[src/sv/split_info_adjustment_parser_assert.svh]
// Assertion macros for the split-info adjustment parser.
`ifndef SPLIT_INFO_ADJUSTMENT_PARSER_ASSERT_SVH
`define SPLIT_INFO_ADJUSTMENT_PARSER_ASSERT_SVH

// checked out of reset only
`define SIPA_ASSERT(lbl, prop, msg) \
  lbl: assert property (@(posedge clk_i) disable iff (!rst_ni) prop) else $error(msg);

// checked during reset as well
`define SIPA_ASSERT_RST(lbl, prop, msg) \
  lbl: assert property (@(posedge clk_i) prop) else $error(msg);

`endif

[src/sv/sipa_pkg.sv]
// Types and constants shared by the split-info adjustment parser.
package sipa_pkg;

  localparam logic [7:0] VERSION_RST    = 8'd127;
  localparam logic [7:0] KIND_LIMIT_RST = 8'd16;
  localparam int unsigned QDEPTH        = 2;

  typedef enum logic [0:0] {
    REG_EXPECTED_VERSION = 1'b0,
    REG_KIND_LIMIT       = 1'b1
  } reg_idx_e;

  typedef enum logic [1:0] {
    TK_NUM  = 2'd0,
    TK_LONG = 2'd1,
    TK_VOK  = 2'd2,
    TK_VBAD = 2'd3
  } tok_e;

  typedef struct packed {
    tok_e        code;
    logic [63:0] value;
  } tok_t;

  typedef enum logic [2:0] {
    ST_ENTRY       = 3'd0,
    ST_DONE        = 3'd1,
    ST_BAD_VERSION = 3'd2,
    ST_BAD_KIND    = 3'd3,
    ST_TOO_LONG    = 3'd4,
    ST_BAD_INDEX   = 3'd5
  } status_e;

  typedef enum logic [9:0] {
    PH_IDLE        = 10'b0000000001,
    PH_SEC_COUNT   = 10'b0000000010,
    PH_SRC_IDX     = 10'b0000000100,
    PH_TGT_IDX     = 10'b0000001000,
    PH_TGT_COUNT   = 10'b0000010000,
    PH_TGT_DELTA   = 10'b0000100000,
    PH_GRP_COUNT   = 10'b0001000000,
    PH_KIND        = 10'b0010000000,
    PH_DELTA_COUNT = 10'b0100000000,
    PH_SRC_DELTA   = 10'b1000000000
  } phase_e;

endpackage

[src/sv/sipa_front.sv]
// Front end: byte intake, version check and ULEB128 number assembly.
module sipa_front (
  input  logic             clk_i,
  input  logic             rst_ni,
  input  logic             in_valid_i,
  output logic             in_ready_o,
  input  logic [7:0]       data_byte_i,
  input  logic             start_req_i,
  input  logic [7:0]       expected_version_i,
  output logic             tok_valid_o,
  output sipa_pkg::tok_t   tok_o,
  input  logic             tok_ready_i
);
  import sipa_pkg::*;

  logic [63:0] accum_q, accum_d;
  logic [6:0]  shift_q, shift_d;
  logic [6:0]  payload;
  logic [63:0] merged;
  logic        too_long;
  logic        accept;

  assign payload    = data_byte_i[6:0];
  assign too_long   = (shift_q >= 7'd64) || (shift_q == 7'd63 && payload > 7'd1);
  assign merged     = accum_q | ({57'd0, payload} << shift_q);
  assign in_ready_o = tok_ready_i;
  assign accept     = in_valid_i && tok_ready_i;

  always_comb begin
    accum_d     = accum_q;
    shift_d     = shift_q;
    tok_valid_o = 1'b0;
    tok_o.code  = TK_NUM;
    tok_o.value = merged;
    if (accept) begin
      if (start_req_i) begin
        accum_d     = '0;
        shift_d     = '0;
        tok_valid_o = 1'b1;
        tok_o.value = '0;
        tok_o.code  = (data_byte_i == expected_version_i) ? TK_VOK : TK_VBAD;
      end else if (too_long) begin
        accum_d     = '0;
        shift_d     = '0;
        tok_valid_o = 1'b1;
        tok_o.code  = TK_LONG;
        tok_o.value = '0;
      end else if (data_byte_i[7]) begin
        accum_d = merged;
        shift_d = shift_q + 7'd7;
      end else begin
        accum_d     = '0;
        shift_d     = '0;
        tok_valid_o = 1'b1;
      end
    end
  end

  always_ff @(posedge clk_i or negedge rst_ni) begin
    if (!rst_ni) begin
      accum_q <= '0;
      shift_q <= '0;
    end else begin
      accum_q <= accum_d;
      shift_q <= shift_d;
    end
  end

endmodule

[src/sv/sipa_queue.sv]
// Two-entry item queue between front end and back end.
module sipa_queue (
  input  logic           clk_i,
  input  logic           rst_ni,
  input  logic           push_i,
  input  sipa_pkg::tok_t push_tok_i,
  output logic           push_ready_o,
  output logic           pop_valid_o,
  output sipa_pkg::tok_t pop_tok_o,
  input  logic           pop_i
);
  import sipa_pkg::*;

  tok_t       mem_q [QDEPTH];
  logic       wr_ptr_q, rd_ptr_q;
  logic [1:0] count_q;
  logic       do_push, do_pop;

  assign push_ready_o = (count_q != 2'(QDEPTH));
  assign pop_valid_o  = (count_q != 2'd0);
  assign pop_tok_o    = mem_q[rd_ptr_q];
  assign do_push      = push_i && push_ready_o;
  assign do_pop       = pop_i && pop_valid_o;

  always_ff @(posedge clk_i) begin
    if (do_push) begin
      mem_q[wr_ptr_q] <= push_tok_i;
    end
  end

  always_ff @(posedge clk_i or negedge rst_ni) begin
    if (!rst_ni) begin
      wr_ptr_q <= 1'b0;
      rd_ptr_q <= 1'b0;
      count_q  <= '0;
    end else begin
      if (do_push) wr_ptr_q <= ~wr_ptr_q;
      if (do_pop) rd_ptr_q <= ~rd_ptr_q;
      count_q <= count_q + {1'b0, do_push} - {1'b0, do_pop};
    end
  end

endmodule

[src/sv/sipa_back.sv]
// Back end: nested group walk, offset accumulation and result register.
module sipa_back (
  input  logic           clk_i,
  input  logic           rst_ni,
  input  logic [7:0]     kind_limit_i,
  input  logic           tok_valid_i,
  input  sipa_pkg::tok_t tok_i,
  output logic           tok_ready_o,
  output logic           out_valid_o,
  input  logic           out_ready_i,
  output logic [2:0]     status_o,
  output logic [7:0]     source_section_o,
  output logic [7:0]     target_section_o,
  output logic [63:0]    source_offset_o,
  output logic [63:0]    target_offset_o,
  output logic [7:0]     adjust_kind_o,
  output logic           last_o
);
  import sipa_pkg::*;

  phase_e      phase_q, phase_d;
  logic [63:0] sections_q, sections_d;
  logic [63:0] targets_q, targets_d;
  logic [63:0] groups_q, groups_d;
  logic [63:0] deltas_q, deltas_d;
  logic [63:0] tgt_off_q, tgt_off_d;
  logic [63:0] src_off_q, src_off_d;
  logic [7:0]  src_sec_q, src_sec_d;
  logic [7:0]  tgt_sec_q, tgt_sec_d;
  logic [7:0]  kind_q, kind_d;

  logic        out_valid_q;
  status_e     out_status_q;
  logic [7:0]  out_src_sec_q, out_tgt_sec_q, out_kind_q;
  logic [63:0] out_src_off_q, out_tgt_off_q;
  logic        out_last_q;

  logic        pop;
  logic [63:0] v;
  logic        sec_end, tgt_end, grp_end;
  phase_e      tgt_phase, grp_phase;
  logic        tgt_done, grp_done;
  logic        clear, go;
  logic        res_valid, res_entry, res_last;
  status_e     res_status;

  assign tok_ready_o = !out_valid_q || out_ready_i;
  assign pop         = tok_valid_i && tok_ready_o;
  assign v           = tok_i.value;

  assign sec_end   = (sections_q == 64'd1);
  assign tgt_end   = (targets_q == 64'd1);
  assign grp_end   = (groups_q == 64'd1);
  assign tgt_phase = tgt_end ? PH_SRC_IDX : PH_TGT_DELTA;
  assign tgt_done  = tgt_end && sec_end;
  assign grp_phase = grp_end ? tgt_phase : PH_KIND;
  assign grp_done  = grp_end && tgt_done;

  always_comb begin
    phase_d    = phase_q;
    sections_d = sections_q;
    targets_d  = targets_q;
    groups_d   = groups_q;
    deltas_d   = deltas_q;
    tgt_off_d  = tgt_off_q;
    src_off_d  = src_off_q;
    src_sec_d  = src_sec_q;
    tgt_sec_d  = tgt_sec_q;
    kind_d     = kind_q;
    clear      = 1'b0;
    go         = 1'b0;
    res_valid  = 1'b0;
    res_entry  = 1'b0;
    res_last   = 1'b1;
    res_status = ST_DONE;
    case (tok_i.code)
      TK_VBAD: begin
        clear      = 1'b1;
        res_valid  = 1'b1;
        res_status = ST_BAD_VERSION;
      end
      TK_VOK: begin
        clear = 1'b1;
        go    = 1'b1;
      end
      TK_LONG: begin
        if (phase_q != PH_IDLE) begin
          clear      = 1'b1;
          res_valid  = 1'b1;
          res_status = ST_TOO_LONG;
        end
      end
      TK_NUM: begin
        case (phase_q)
          PH_SEC_COUNT: begin
            sections_d = v;
            if (v == 64'd0) begin
              clear     = 1'b1;
              res_valid = 1'b1;
            end else begin
              phase_d = PH_SRC_IDX;
            end
          end
          PH_SRC_IDX: begin
            if (v > 64'd255) begin
              clear      = 1'b1;
              res_valid  = 1'b1;
              res_status = ST_BAD_INDEX;
            end else begin
              src_sec_d = v[7:0];
              phase_d   = PH_TGT_IDX;
            end
          end
          PH_TGT_IDX: begin
            if (v > 64'd255) begin
              clear      = 1'b1;
              res_valid  = 1'b1;
              res_status = ST_BAD_INDEX;
            end else begin
              tgt_sec_d = v[7:0];
              phase_d   = PH_TGT_COUNT;
            end
          end
          PH_TGT_COUNT: begin
            targets_d = v;
            tgt_off_d = '0;
            if (v == 64'd0) begin
              sections_d = sections_q - 64'd1;
              if (sec_end) begin
                clear     = 1'b1;
                res_valid = 1'b1;
              end else begin
                phase_d = PH_SRC_IDX;
              end
            end else begin
              phase_d = PH_TGT_DELTA;
            end
          end
          PH_TGT_DELTA: begin
            tgt_off_d = tgt_off_q + v;
            phase_d   = PH_GRP_COUNT;
          end
          PH_GRP_COUNT: begin
            groups_d = v;
            if (v == 64'd0) begin
              targets_d = targets_q - 64'd1;
              if (tgt_end) sections_d = sections_q - 64'd1;
              if (tgt_done) begin
                clear     = 1'b1;
                res_valid = 1'b1;
              end else begin
                phase_d = tgt_phase;
              end
            end else begin
              phase_d = PH_KIND;
            end
          end
          PH_KIND: begin
            if (v >= {56'd0, kind_limit_i}) begin
              clear      = 1'b1;
              res_valid  = 1'b1;
              res_status = ST_BAD_KIND;
            end else begin
              kind_d  = v[7:0];
              phase_d = PH_DELTA_COUNT;
            end
          end
          PH_DELTA_COUNT: begin
            deltas_d  = v;
            src_off_d = '0;
            if (v == 64'd0) begin
              groups_d = groups_q - 64'd1;
              if (grp_end) targets_d = targets_q - 64'd1;
              if (grp_end && tgt_end) sections_d = sections_q - 64'd1;
              if (grp_done) begin
                clear     = 1'b1;
                res_valid = 1'b1;
              end else begin
                phase_d = grp_phase;
              end
            end else begin
              phase_d = PH_SRC_DELTA;
            end
          end
          PH_SRC_DELTA: begin
            src_off_d  = src_off_q + v;
            deltas_d   = deltas_q - 64'd1;
            res_valid  = 1'b1;
            res_entry  = 1'b1;
            res_status = ST_ENTRY;
            res_last   = 1'b0;
            if (deltas_q == 64'd1) begin
              groups_d = groups_q - 64'd1;
              if (grp_end) targets_d = targets_q - 64'd1;
              if (grp_end && tgt_end) sections_d = sections_q - 64'd1;
              if (grp_done) begin
                clear    = 1'b1;
                res_last = 1'b1;
              end else begin
                phase_d = grp_phase;
              end
            end
          end
          default: ;
        endcase
      end
      default: ;
    endcase
    if (clear) begin
      phase_d    = go ? PH_SEC_COUNT : PH_IDLE;
      sections_d = '0;
      targets_d  = '0;
      groups_d   = '0;
      deltas_d   = '0;
      tgt_off_d  = '0;
      src_off_d  = '0;
      src_sec_d  = '0;
      tgt_sec_d  = '0;
      kind_d     = '0;
    end
  end

  always_ff @(posedge clk_i or negedge rst_ni) begin
    if (!rst_ni) begin
      phase_q    <= PH_IDLE;
      sections_q <= '0;
      targets_q  <= '0;
      groups_q   <= '0;
      deltas_q   <= '0;
      tgt_off_q  <= '0;
      src_off_q  <= '0;
      src_sec_q  <= '0;
      tgt_sec_q  <= '0;
      kind_q     <= '0;
    end else if (pop) begin
      phase_q    <= phase_d;
      sections_q <= sections_d;
      targets_q  <= targets_d;
      groups_q   <= groups_d;
      deltas_q   <= deltas_d;
      tgt_off_q  <= tgt_off_d;
      src_off_q  <= src_off_d;
      src_sec_q  <= src_sec_d;
      tgt_sec_q  <= tgt_sec_d;
      kind_q     <= kind_d;
    end
  end

  always_ff @(posedge clk_i or negedge rst_ni) begin
    if (!rst_ni) begin
      out_valid_q <= 1'b0;
    end else if (pop && res_valid) begin
      out_valid_q <= 1'b1;
    end else if (out_ready_i) begin
      out_valid_q <= 1'b0;
    end
  end

  always_ff @(posedge clk_i) begin
    if (pop && res_valid) begin
      out_status_q  <= res_status;
      out_last_q    <= res_last;
      out_src_sec_q <= res_entry ? src_sec_q : 8'd0;
      out_tgt_sec_q <= res_entry ? tgt_sec_q : 8'd0;
      out_kind_q    <= res_entry ? kind_q : 8'd0;
      out_src_off_q <= res_entry ? (src_off_q + v) : 64'd0;
      out_tgt_off_q <= res_entry ? tgt_off_q : 64'd0;
    end
  end

  assign out_valid_o      = out_valid_q;
  assign status_o         = out_status_q;
  assign source_section_o = out_src_sec_q;
  assign target_section_o = out_tgt_sec_q;
  assign source_offset_o  = out_src_off_q;
  assign target_offset_o  = out_tgt_off_q;
  assign adjust_kind_o    = out_kind_q;
  assign last_o           = out_last_q;

`include "split_info_adjustment_parser_assert.svh"

  `SIPA_ASSERT(a_bad_version_out,
    (pop && tok_i.code == TK_VBAD) |=>
      (out_valid_q && out_status_q == ST_BAD_VERSION && out_last_q),
    "bad version item not reported")
  `SIPA_ASSERT(a_sections_live,
    (phase_q != PH_IDLE && phase_q != PH_SEC_COUNT) |-> (sections_q != 64'd0),
    "section count ran out inside a parse")
  `SIPA_ASSERT(a_counts_live,
    (phase_q == PH_SRC_DELTA) |->
      (deltas_q != 64'd0 && groups_q != 64'd0 && targets_q != 64'd0),
    "inner count ran out inside a group")
  `SIPA_ASSERT_RST(a_reset_quiet,
    !rst_ni |=> (!out_valid_q && phase_q == PH_IDLE),
    "result or parse live during reset")

endmodule

[src/sv/split_info_adjustment_parser.sv]
// Top level of the split-info adjustment parser: config registers and front/queue/back.
// A byte that completes a number is queued; its item is then registered onto out_valid_o.
// One byte per cycle is taken; the back end retires one queued number or marker per cycle.
// A full two-entry queue stalls in_ready_o; a held result register stalls the back end.
// Reset (rst_ni low, async) idles the parse, empties queue and result, loads register defaults.
module split_info_adjustment_parser (
  input  logic        clk_i,
  input  logic        rst_ni,
  input  logic        psel,
  input  logic        penable,
  input  logic        pwrite,
  input  logic [2:0]  paddr,
  input  logic [31:0] pwdata,
  output logic [31:0] prdata,
  output logic        pready,
  input  logic        in_valid_i,
  output logic        in_ready_o,
  input  logic [7:0]  data_byte_i,
  input  logic        start_req_i,
  output logic        out_valid_o,
  input  logic        out_ready_i,
  output logic [2:0]  status_o,
  output logic [7:0]  source_section_o,
  output logic [7:0]  target_section_o,
  output logic [63:0] source_offset_o,
  output logic [63:0] target_offset_o,
  output logic [7:0]  adjust_kind_o,
  output logic        last_o
);
  import sipa_pkg::*;

  logic [7:0] version_q;
  logic [7:0] kind_limit_q;
  reg_idx_e   reg_idx;
  logic       wr_en;

  logic       f_valid, f_ready;
  tok_t       f_tok;
  logic       b_valid, b_ready;
  tok_t       b_tok;

  assign pready  = 1'b1;
  assign reg_idx = reg_idx_e'(paddr[2]);
  assign wr_en   = psel && penable && pwrite && pready;

  always_comb begin
    case (reg_idx)
      REG_EXPECTED_VERSION: prdata = {24'd0, version_q};
      REG_KIND_LIMIT:       prdata = {24'd0, kind_limit_q};
      default:              prdata = '0;
    endcase
  end

  always_ff @(posedge clk_i or negedge rst_ni) begin
    if (!rst_ni) begin
      version_q    <= VERSION_RST;
      kind_limit_q <= KIND_LIMIT_RST;
    end else if (wr_en) begin
      case (reg_idx)
        REG_EXPECTED_VERSION: version_q <= pwdata[7:0];
        REG_KIND_LIMIT:       kind_limit_q <= pwdata[7:0];
        default: ;
      endcase
    end
  end

  sipa_front u_front (
    .clk_i              (clk_i),
    .rst_ni             (rst_ni),
    .in_valid_i         (in_valid_i),
    .in_ready_o         (in_ready_o),
    .data_byte_i        (data_byte_i),
    .start_req_i        (start_req_i),
    .expected_version_i (version_q),
    .tok_valid_o        (f_valid),
    .tok_o              (f_tok),
    .tok_ready_i        (f_ready)
  );

  sipa_queue u_queue (
    .clk_i        (clk_i),
    .rst_ni       (rst_ni),
    .push_i       (f_valid),
    .push_tok_i   (f_tok),
    .push_ready_o (f_ready),
    .pop_valid_o  (b_valid),
    .pop_tok_o    (b_tok),
    .pop_i        (b_ready)
  );

  sipa_back u_back (
    .clk_i            (clk_i),
    .rst_ni           (rst_ni),
    .kind_limit_i     (kind_limit_q),
    .tok_valid_i      (b_valid),
    .tok_i            (b_tok),
    .tok_ready_o      (b_ready),
    .out_valid_o      (out_valid_o),
    .out_ready_i      (out_ready_i),
    .status_o         (status_o),
    .source_section_o (source_section_o),
    .target_section_o (target_section_o),
    .source_offset_o  (source_offset_o),
    .target_offset_o  (target_offset_o),
    .adjust_kind_o    (adjust_kind_o),
    .last_o           (last_o)
  );

endmodule
[config.mk]
export PLATFORM = sky130hd
export DESIGN_NAME = split_info_adjustment_parser
export DESIGN_NICKNAME = d
export VERILOG_FILES = /design/src/sv/sipa_pkg.sv /design/src/sv/sipa_front.sv /design/src/sv/sipa_queue.sv /design/src/sv/sipa_back.sv /design/src/sv/split_info_adjustment_parser.sv
export VERILOG_INCLUDE_DIRS = /design/src /design/src/sv
export SDC_FILE = /design/constraint.sdc
export NUM_CORES = 2
export LEC_CHECK = 0
export BUFFER_PORTS_ARGS = -buffer_cell sky130_fd_sc_hd__buf_4
export CAP_MARGIN = 20
export CORE_MARGIN = 4
export CORE_UTILIZATION = 43
export DETAILED_ROUTE_END_ITERATION = 10
export PLACE_DENSITY = 0.7
export SLEW_MARGIN = 20
export SYNTH_ARGS = -nofsm -noshare
export SYNTH_HDL_FRONTEND = slang
export SYNTH_HIERARCHICAL = 1
export SYNTH_SLANG_ARGS = --single-unit
[constraint.sdc]
create_clock -name clk_i -period 6.5 [get_ports clk_i]
set_input_delay 0.65 -clock clk_i [delete_from_list [all_inputs] [get_ports clk_i]]
set_output_delay 0.65 -clock clk_i [all_outputs]
set_load 0.02 [all_outputs]
==> summary.md <==
| Metric | Value |
|---|---|
| Status | `completed` |
| Layout cells sized above 1 | `12.16%` |
| Worst Path Max Fanout | `63` |
| DRT antenna net count | `0` |
| FFs w/ async S/R, synth | `63.91%` |
| Worst setup EP type | `register` |
| Worst path cell trace | `mux2_2 > inv_1 > ha_1 > nand2b_1 > a21o_1 > a21o_1 > a21o_1 > a21oi_1 > o211ai_1 > a221oi_2 > nand2_2 > o21ai_4 > nand2b_2 > buf_4 > o21ai_0` |
| Critical path arrival | `6220 ps` |
| Primary FF master, synth | `dfrtp_1` |
| Fin. Hold Viols | `0` |
| Placed cell count | `6,364` |
| Slowest stage cell, crit path | `dfrtp_4` |
| Synthesis-to-layout area growth | `12.58%` |
| Final net count | `5,263` |
| Setup violations, final | `0` |
| Drt first pass iters | `8` |
| Worst skew pair latency | `690 ps` |
| Site row count | `119` |
| Initial Util | `43.35%` |
| Max Cap Viol | `0` |
| # port buffers | `190` |
| Dominant cell type by area after synthesis | `dfrtp_1` |
| Vias in the first global route | `37,270` |
| Commonest cells after routing, fill and taps aside | `nor2_1 (552), o21ai_0 (515), a21oi_1 (505)` |
| First-pass GRT wire length | `223,700 um` |
| Core outline area | `105,400 um^2` |
| CTS sink cnt | `798` |
| Postcts setup bufs | `0` |
| Hpwl dp | `96,250 um` |
| Clock-pin slew of the registers on the worst-case setup and hold paths | `60 ps` |
| Leakage | `22.38 nW` |
| Final WL | `148,300 um` |
| Crit-path most repeated cell | `a21o_1` |
| Residual DRC count | `0` |
| H-tree depth | `3` |
| Iteration-0 DRC Markers | `5,505` |
| Post-synth cell types | `103` |
| Most common cell after layout, fill and taps aside | `nor2_1` |
| CP startpoint kind | `register` |
| Clock Path Buffers | `3` |
| Syn Inst Count | `4,987` |
| Synth area leaders | `dfrtp_1 (27%), edfxtp_1 (19%), o21ai_0 (5.7%)` |
| Syn avg cell area | `9.164 um^2` |
| TritonCTS clock tree | `done` |
| Root Driver | `clkbuf_16` |
| Vias/cell | `6.144` |
| Final Non-Filler Cells | `6,532` |
| Initial antenna violation count | `2` |
| Mapped Area | `45,700 um^2` |
| Pin count of the biggest net entering global routing | `127` |
| Grt total ovfl | `0` |
| VDD IR-drop max | `0.3423 mV` |
| Total negative setup slack | `0 ps` |
| Die Ht | `334.0 um` |
| Clock Skews | `30.00 ps` |
| Delay of the slowest cell on the worst path | `750 ps` |
| Worst slew pin tran | `1087 ps` |
| DR vias | `40,140` |
| Worst EP required | `7020 ps` |
| CTS Buf Count | `87` |
| Crit path time final | `5697 ps` |
| Final period utilization | `87.64%` |
| Place WS | `969.2 ps` |
| RSZ-0062 raised after global routing | `no` |
| Sequential-to-total area share from yosys stat | `46.87%` |
| Ys Warns | `6` |
| Worst Path Class, Setup | `reg2reg` |
| Post-synth top area share | `27.43%` |
| I/O pin cnt | `242` |
| Min-delay worst type | `in2reg` |
| Fin. max-slew vios | `0` |
| GPL Wtd Cong | `0.9375` |
| FMAX | `0.1755 GHz` |
| Routed len/inst | `22.71 um` |
| Seq cells post-synth | `798` |
| Final worst slack | `803.1 ps` |
| Power Dens Cells | `451.5 nW/um^2` |
| Die X | `334.0 um` |
| Die area | `111,600 um^2` |
| Post-synth EDFFs | `288` |
| GRT Resource Usage Total | `25.65%` |
| Slew headroom | `27.40%` |
[worst max-delay path: cells and delay by family (launching register included)]
family	cells	cell delay, ps
mux	1	590
flops	1	750
simple gates	3	740
fa+ha+maj	1	270
buf+inv	2	800
compound gates	8	2330
[cells in the mapped netlist (all sizes together), types with 9 or more instances]
cell type  number
o21ai         642
nor2          561
a21oi         506
dfrtp         501
nand2         423
edfxtp        288
clkbuf        213
nor3          191
ha            146
mux2          123
nor4          120
and3          118
a21o          102
buf            97
inv            85
nand3          82
xnor2          75
xor2           61
or3            53
a31oi          48
nand4          47
o22ai          38
nand2b         36
a22oi          35
nor2b          35
o21a           30
a22o           27
or4            27
o31ai          25
or2            22
o21bai         21
and2           19
o2bb2ai        19
a221oi         18
a211oi         14
o211ai         11
nor3b          10
o31a           10
dfstp           9
[final timing paths]
kind / from / endpoint / slack (ps) / cells after the start
max: u_queue/rd_ptr_q$_DFFE_PN0P_ / u_back/groups_q[46]$_DFFE_PN0P_ / 800 / 15
max reg2reg: u_queue/rd_ptr_q$_DFFE_PN0P_ / u_back/groups_q[46]$_DFFE_PN0P_ / 800 / 15
min in group asynchronous: rst_ni / u_front/shift_q[4]$_DFFE_PN0P_ / 520 / 2
min reg2reg: u_front/accum_q[48]$_DFFE_PN0P_ / u_front/accum_q[48]$_DFFE_PN0P_ / 480 / 2
min: pwdata[2] / kind_limit_q[2]$_DFFE_PN0P_ / 220 / 2
max in group asynchronous: rst_ni / u_back/tgt_off_q[41]$_DFFE_PN0P_ / 4570 / 3
[sequential cells by signal, indices dropped and copies added (netlist names), 2 cells and up]
| signal | flops |
|---|---|
| u_queue/mem_q | 132 |
| u_back/source_section_o | 8 |
| u_back/adjust_kind_o | 8 |
| u_back/target_offset_o | 64 |
| u_back/phase_q | 10 |
| u_queue/count_q | 2 |
| u_back/source_offset_o | 64 |
| u_back/src_off_q | 64 |
| u_back/target_section_o | 8 |
| u_back/tgt_sec_q | 8 |
| u_back/status_o | 3 |
| u_back/deltas_q | 64 |
| u_back/tgt_off_q | 64 |
| u_back/src_sec_q | 8 |
| u_back/targets_q | 64 |
| u_front/shift_q | 7 |
| version_q | 8 |
| u_front/accum_q | 64 |
| kind_limit_q | 8 |
| u_back/sections_q | 64 |
| u_back/groups_q | 64 |
| u_back/kind_q | 8 |
[cells by family (layout without fill, tap and decap cells)]
logic type | Yosys count | after routing | share of synthesized area (%)
flip-flops | 798 | 798 | 46.87
buffers and inverters | 395 | 524 | 3.874
adder cells (fa/ha/maj) | 148 | 148 | 4.085
XOR/XNOR | 136 | 136 | 2.606
AO/OA/AOI/OAI | 1598 | 1598 | 20.20
other | 2 | 27 | 0.01643
AND/OR/NAND/NOR | 1777 | 1777 | 18.79
multiplexers | 133 | 133 | 3.551
[cell type report]
cell class	count	area (um^2)
Multi-Input combinational cell	3817	22720
Tap cell	1391	1740
Timing Repair Buffer	275	2200
Antenna cell	2	5.005
Clock buffer	107	2322
Clock inverter	57	709.4
Sequential cell	798	21430
Fill cell	9786	53970
Inverter	85	324.1
[metal layers]
layer	wire length (um)	vias to the layer above	global-route usage, %
li1	-	18440	-
met1	60280	19280	34.44
met2	64060	1992	38.57
met3	15620	426	6.600
met4	8358	0	12.96
met5	0	-	0
[power breakdown]
| part | total, mW | leakage, nW | switching (mW) | internal [mW] |
|---|---|---|---|---|
| Clock | 5.22 | 1.44 | 2.23 | 2.99 |
| Sequential | 7.28 | 9.62 | 0.703 | 6.57 |
| Combinational | 10.7 | 11.3 | 7.49 | 3.25 |
| Total | 23.2 | 22.4 | 10.4 | 12.8 |
[repair_timing]
item / CTS / global route
endpoints found under the hold margin: 57 / 0
resized for setup: 0 / 0
hold buffers: 1 / 0
[metrics by stage]
| stage | power [mW] | instance area (um^2) | util, % | hold WS (ps) |
|---|---|---|---|---|
| 3_3_place_gp | 17.61 | 48360 | 45.87 | 458.1 |
| 4_1_cts | 23.02 | 51400 | 48.76 | 197.2 |
| 5_1_grt | 24.31 | 51440 | 48.80 | 221.7 |
| 2_1_floorplan | 13.80 | 45790 | - | 354.4 |
| 3_5_place_dp | 17.76 | 48360 | 45.87 | 469.4 |
| 6_report | 23.23 | 51450 | 48.81 | 217.9 |
Power figures use the tool's default switching activity.
